--- src/rtl/core/iprcl_pkg.sv ---
// ----------------------------------------------------------------------------
// iprcl_pkg
// Shared types and constants of the address range country lookup block.
// ----------------------------------------------------------------------------
package iprcl_pkg;

    localparam int TableEntriesDefault = 256;

    localparam logic [1:0] MODE_INSERT = 2'd0;
    localparam logic [1:0] MODE_LOOKUP = 2'd1;
    localparam logic [1:0] MODE_CLEAR  = 2'd2;

    localparam logic [1:0] STAT_DONE  = 2'd0;
    localparam logic [1:0] STAT_FOUND = 2'd1;
    localparam logic [1:0] STAT_MISS  = 2'd2;
    localparam logic [1:0] STAT_FULL  = 2'd3;

    localparam logic [15:0] DEFAULT_SHORT = 16'h4E41;   // "NA"
    localparam logic [23:0] DEFAULT_MID   = 24'h4E2F41; // "N/A"

    typedef struct packed {
        logic [1:0]  mode;
        logic [31:0] range_first;
        logic [31:0] range_last;
        logic [15:0] code_two_letter;
        logic [23:0] code_three_letter;
        logic [31:0] query_address;
    } t_in;

    typedef struct packed {
        logic [1:0]  status;
        logic [31:0] found_first;
        logic [31:0] found_last;
        logic [15:0] country_two_letter;
        logic [23:0] country_three_letter;
    } t_out;

    typedef struct packed {
        logic [31:0] first;
        logic [31:0] last;
        logic [15:0] two;
        logic [23:0] three;
    } t_entry;

    localparam int EntryWidth = $bits(t_entry);

    typedef enum logic [2:0] {
        RES_NONE,
        RES_ACK,
        RES_FULL,
        RES_MISS,
        RES_HIT
    } t_res;

    typedef struct packed {
        logic load;       // capture input transaction, start search
        logic clear;      // empty the table
        logic srch_rd;    // read start at midpoint
        logic srch_upd;   // narrow search window
        logic prev_rd;    // read entry just below the search result
        logic shift_init; // start shifting from the table end
        logic shift_rd;   // read entry below the shift pointer
        logic shift_wr;   // write it one place up
        logic wr_over;    // overwrite entry with matching start
        logic wr_new;     // write new entry at its sorted place
        t_res res;        // result to hold for delivery
        logic out_load;   // move held result to the output register
    } t_cmd;

    typedef struct packed {
        logic is_lookup;
        logic skip;       // empty table or zero query
        logic srch_done;
        logic n_zero;
        logic start_eq;
        logic end_ok;
        logic full;
        logic shift_done;
        logic out_free;
    } t_stat;

    function automatic logic [31:0] swap_bytes(input logic [31:0] v);
        swap_bytes = {v[7:0], v[15:8], v[23:16], v[31:24]};
    endfunction

endpackage

--- src/rtl/core/iprcl_ctrl.sv ---
// ----------------------------------------------------------------------------
// iprcl_ctrl
// Controller: sequences search, shift, write and result delivery.
// ----------------------------------------------------------------------------
module iprcl_ctrl (
    input  logic              i_clk,
    input  logic              i_rst_n,
    input  logic              i_in_valid,
    input  logic [1:0]        i_in_mode,
    input  iprcl_pkg::t_stat  i_stat,
    output logic              o_in_stall,
    output iprcl_pkg::t_cmd   o_cmd
);

    typedef enum logic [6:0] {
        S_IDLE     = 7'b0000001,
        S_SRCH     = 7'b0000010,
        S_SRCH_CMP = 7'b0000100,
        S_PREV_CHK = 7'b0001000,
        S_SHIFT_RD = 7'b0010000,
        S_SHIFT_WR = 7'b0100000,
        S_RESP     = 7'b1000000
    } t_state;

    t_state r_state, n_state;

    always_comb begin
        n_state = r_state;
        o_cmd   = '0;
        o_cmd.res = iprcl_pkg::RES_NONE;
        case (r_state)
            S_IDLE: begin
                if (i_in_valid) begin
                    o_cmd.load = 1'b1;
                    if (i_in_mode == iprcl_pkg::MODE_INSERT ||
                        i_in_mode == iprcl_pkg::MODE_LOOKUP) begin
                        n_state = S_SRCH;
                    end else begin
                        o_cmd.clear = (i_in_mode == iprcl_pkg::MODE_CLEAR);
                        o_cmd.res   = iprcl_pkg::RES_ACK;
                        n_state     = S_RESP;
                    end
                end
            end
            S_SRCH: begin
                if (i_stat.is_lookup && i_stat.skip) begin
                    o_cmd.res = iprcl_pkg::RES_MISS;
                    n_state   = S_RESP;
                end else if (!i_stat.srch_done) begin
                    o_cmd.srch_rd = 1'b1;
                    n_state       = S_SRCH_CMP;
                end else if (!i_stat.n_zero) begin
                    o_cmd.prev_rd = 1'b1;
                    n_state       = S_PREV_CHK;
                end else if (i_stat.is_lookup) begin
                    o_cmd.res = iprcl_pkg::RES_MISS;
                    n_state   = S_RESP;
                end else if (i_stat.full) begin
                    o_cmd.res = iprcl_pkg::RES_FULL;
                    n_state   = S_RESP;
                end else begin
                    o_cmd.shift_init = 1'b1;
                    n_state          = S_SHIFT_RD;
                end
            end
            S_SRCH_CMP: begin
                o_cmd.srch_upd = 1'b1;
                n_state        = S_SRCH;
            end
            S_PREV_CHK: begin
                if (i_stat.is_lookup) begin
                    o_cmd.res = i_stat.end_ok ? iprcl_pkg::RES_HIT : iprcl_pkg::RES_MISS;
                    n_state   = S_RESP;
                end else if (i_stat.start_eq) begin
                    o_cmd.wr_over = 1'b1;
                    o_cmd.res     = iprcl_pkg::RES_ACK;
                    n_state       = S_RESP;
                end else if (i_stat.full) begin
                    o_cmd.res = iprcl_pkg::RES_FULL;
                    n_state   = S_RESP;
                end else begin
                    o_cmd.shift_init = 1'b1;
                    n_state          = S_SHIFT_RD;
                end
            end
            S_SHIFT_RD: begin
                if (i_stat.shift_done) begin
                    o_cmd.wr_new = 1'b1;
                    o_cmd.res    = iprcl_pkg::RES_ACK;
                    n_state      = S_RESP;
                end else begin
                    o_cmd.shift_rd = 1'b1;
                    n_state        = S_SHIFT_WR;
                end
            end
            S_SHIFT_WR: begin
                o_cmd.shift_wr = 1'b1;
                n_state        = S_SHIFT_RD;
            end
            S_RESP: begin
                if (i_stat.out_free) begin
                    o_cmd.out_load = 1'b1;
                    n_state        = S_IDLE;
                end
            end
            default: n_state = S_IDLE;
        endcase
    end

    always_ff @(posedge i_clk) begin
        if (!i_rst_n) begin
            r_state <= S_IDLE;
        end else begin
            r_state <= n_state;
        end
    end

    assign o_in_stall = (r_state != S_IDLE);

endmodule

--- config.mk ---
export PLATFORM = sky130hd
export DESIGN_NAME = iprcl_ctrl
export DESIGN_NICKNAME = d
export VERILOG_FILES = /design/src/rtl/core/iprcl_pkg.sv /design/src/rtl/core/iprcl_ctrl.sv
export SDC_FILE = /design/constraint.sdc
export NUM_CORES = 1
export LEC_CHECK = 0
export BUFFER_PORTS_ARGS = -buffer_cell sky130_fd_sc_hd__buf_4
export CORE_MARGIN = 4
export CORE_UTILIZATION = 35
export CTS_CLUSTER_SIZE = 25
export DETAILED_ROUTE_END_ITERATION = 8
export GPL_TIMING_DRIVEN = 0
export SLEW_MARGIN = 20
export SYNTH_ARGS = -nofsm -noshare
export SYNTH_HDL_FRONTEND = slang
export SYNTH_SLANG_ARGS = --single-unit
--- constraint.sdc ---
create_clock -name i_clk -period 3.89 [get_ports i_clk]
set_input_delay 0.1945 -clock i_clk [delete_from_list [all_inputs] [get_ports i_clk]]
set_output_delay 0.1945 -clock i_clk [all_outputs]
set_load 0.05 [all_outputs]
==> results.cfg <==
[synthesis]
synth_nets = 90
ys_seq_area_share_pct = 23.73
synthDistinctLibCells = 37
synth.avg_cell_area_um2 = 7.771
synth-seq-cells = 7
synth_common_cells = 9 x nor2_1, 7 x dfxtp_1, 6 x nand2_1, 5 x a21oi_1
synth.yosys.warnings = 0
synth_cells = 76
synth_area_leader_cell = dfxtp_1
synth-async-reset-ratio_pct = 0
synth_area_leaders = dfxtp_1 24%, nor2_1 5.7%, nor3b_1 5.1%
ys.flop_type = dfxtp_1
synth_edf_count = 0
yosysTopAreaCellShare_pct = 23.73
yosysMostFrequentCell = nor2_1
netlist_area_um2 = 590.6

[worst_setup_path]
endpoint_kind = output port
worstPathCellList = nor3_1, nand4b_1, nor3_1, o21bai_1, buf_4
ff2ff_setup_slack_ns = 2.35
worst_path_largest_cell_delay_ns = 0.37
r2r_end = r_state[6]
cpMaxStageDelayCell = dfxtp_1
cp.required_ns = 3.70
crit_path_frequent_cell = nor3_1
r2r_start = r_state[3]
arrival_ns = 1.85
cp_max_fo = 7
cp-start-kind = flip-flop
r2r_cells = 5
criticalPathCategory = reg -> out

[layout]
regMostFlops = r_state
final_cells = 123
drive_above_1_share_pct = 35.51
num_antenna_cells = 0
largest_register_ffs = 7
fin_nets = 122
areaGrowthSynthToFinish_pct = 42.16
top_regs = r_state (7)

[detailed_routing]
drt-initial-drc-count = 8
vias = 662
wirelength_mm = 1.562
drtPass1Iterations = 4
ant_nets = 0
wl_per_cell_um = 12.70
route.detailed.drc = 0
vias_per_cell = 5.382

[clock_network]
clkTransAtPathRegs_ns = 0.05
htree_levels = 1
clkSinkCount = 7
hold_buffers = 0
cts_resized = 0
postCtsSetupBuffers = 0
clock_latency_ns = 0.25
cts_root_buffer = clkbuf_4
numCtsBuffers = 3
clockBufferDepth = 2
cts_tree = built

[timing]
relSlewSlack_pct = 73.57
setup_slack_ns = 1.843
setup_viol = 0
finalHoldViolations = 0
fin_crit_ns = 2.047
period_share_pct = 52.62
rsz0062_at_grt = no
fin_setup_tns_ns = 0
drv_slew = 0
clock_skew_ns = 0.003354
worst_pin_slew_ns = 0.3965
fmax_mhz = 488.5
hold_ws_ns = 0.1541

[grt]
grt_max_degree = 11
grt_pass1_vias = 619
grt_use_total_pct = 13.17
grt-ovfl-total = 0
grt_pass1_wl_mm = 2.635
antenna_found_initial = 0

[floorplanning]
initial_core_util_pct = 38.31
row_count = 14
die_area_mm2 = 0.002408
core_region_area_mm2 = 0.001541
chipHeight_um = 49.08
ios = 29
die_w_um = 49.08

[placed_design]
place_congestion = 0.7593
dp_slack_ns = 2.139
io_buffers = 27
hpwl_mm = 1.292
dp.cells = 119

[power_and_ir_drop]
powerDensity_mw_per_mm2 = 345.6
p_leak_uw = 0.0003652
ir_worst_vdd_mv = 0.2510
total_power_uw = 290.1

[status]
outcome = completed

[min_path]
min_path_type = in -> reg
min_to = r_state[2]
min_from = i_stat[6]
min_path_cells = 2

[job]
cap_violations = 0
[worst max-delay path: cells and delay by family, from the launching register on]
kind / cells / cell delay, ns
buffers and inverters: 1 / 0.21
AND/OR/NAND/NOR: 3 / 0.87
AO/OA/AOI/OAI: 1 / 0.15
flip-flops: 1 / 0.37
[area by class of cell]
type,instances,area (um^2)
fill,157,701.9
multi-input combinational,63,420.4
timing repair buffer,27,202.7
sequential,7,140.1
clock buffer,4,26.28
tap,16,20.02
buffer,2,15.01
inverter,4,15.01
[kinds of logic (layout without fill, tap and decap cells)]
kind of cell / count (synthesis) / after routing / share of synthesized area (%)
flip-flops: 7 / 7 / 23.73
XOR/XNOR: 1 / 1 / 1.483
buffers and inverters: 6 / 37 / 5.083
AO/OA/AOI/OAI: 19 / 19 / 22.25
AND/OR/NAND/NOR: 43 / 43 / 47.46
[worst max path at each step]
stage | from | to | slack (ns) | cells after the start
global route | r_state[4] | o_cmd[2] | 1.74 | 5
CTS | r_state[3] | o_cmd[2] | 1.86 | 5
detailed placement | r_state[3] | o_cmd[2] | 2.14 | 5
global placement | r_state[4] | o_cmd[2] | 2.11 | 5
floorplan | r_state[0] | o_cmd[1] | 1.12 | 6
finish | r_state[3] | o_cmd[2] | 1.84 | 5
[stage by stage]
| step | area [um^2] | utilization [%] |
|---|---|---|
| 5_1_grt | 839.6 | 54.46 |
| 3_3_place_gp | 813.3 | 52.76 |
| 6_report | 839.6 | 54.46 |
| 2_1_floorplan | 590.6 | - |
| 4_1_cts | 839.6 | 54.46 |
| 3_5_place_dp | 813.3 | 52.76 |
[power by group]
part	internal, uW	switching, uW
clock network	39.1	25.9
logic	56.3	83.8
registers	77.7	7.40
total	173	117
[layer usage]
metal	GRT usage (%)	wire, um	share of wire, %	up-vias
met1	16.36	684	44	300
met5	0	0	0	-
met3	4.281	82	5.2	0
li1	-	-	-	346
met4	2.691	0	0	0
met2	21.89	796	51	16
[layout by cell type, fill, tap and decap left out, types with 3 or more instances in the layout]
cell type,instances
a21oi_1,5
and2_1,3
buf_4,27
clkbuf_4,3
dfxtp_1,7
inv_1,4
nand2_1,6
nand4b_1,3
nor2_1,9
nor3b_1,4
No activity file was read; power rests on OpenSTA's default activity.
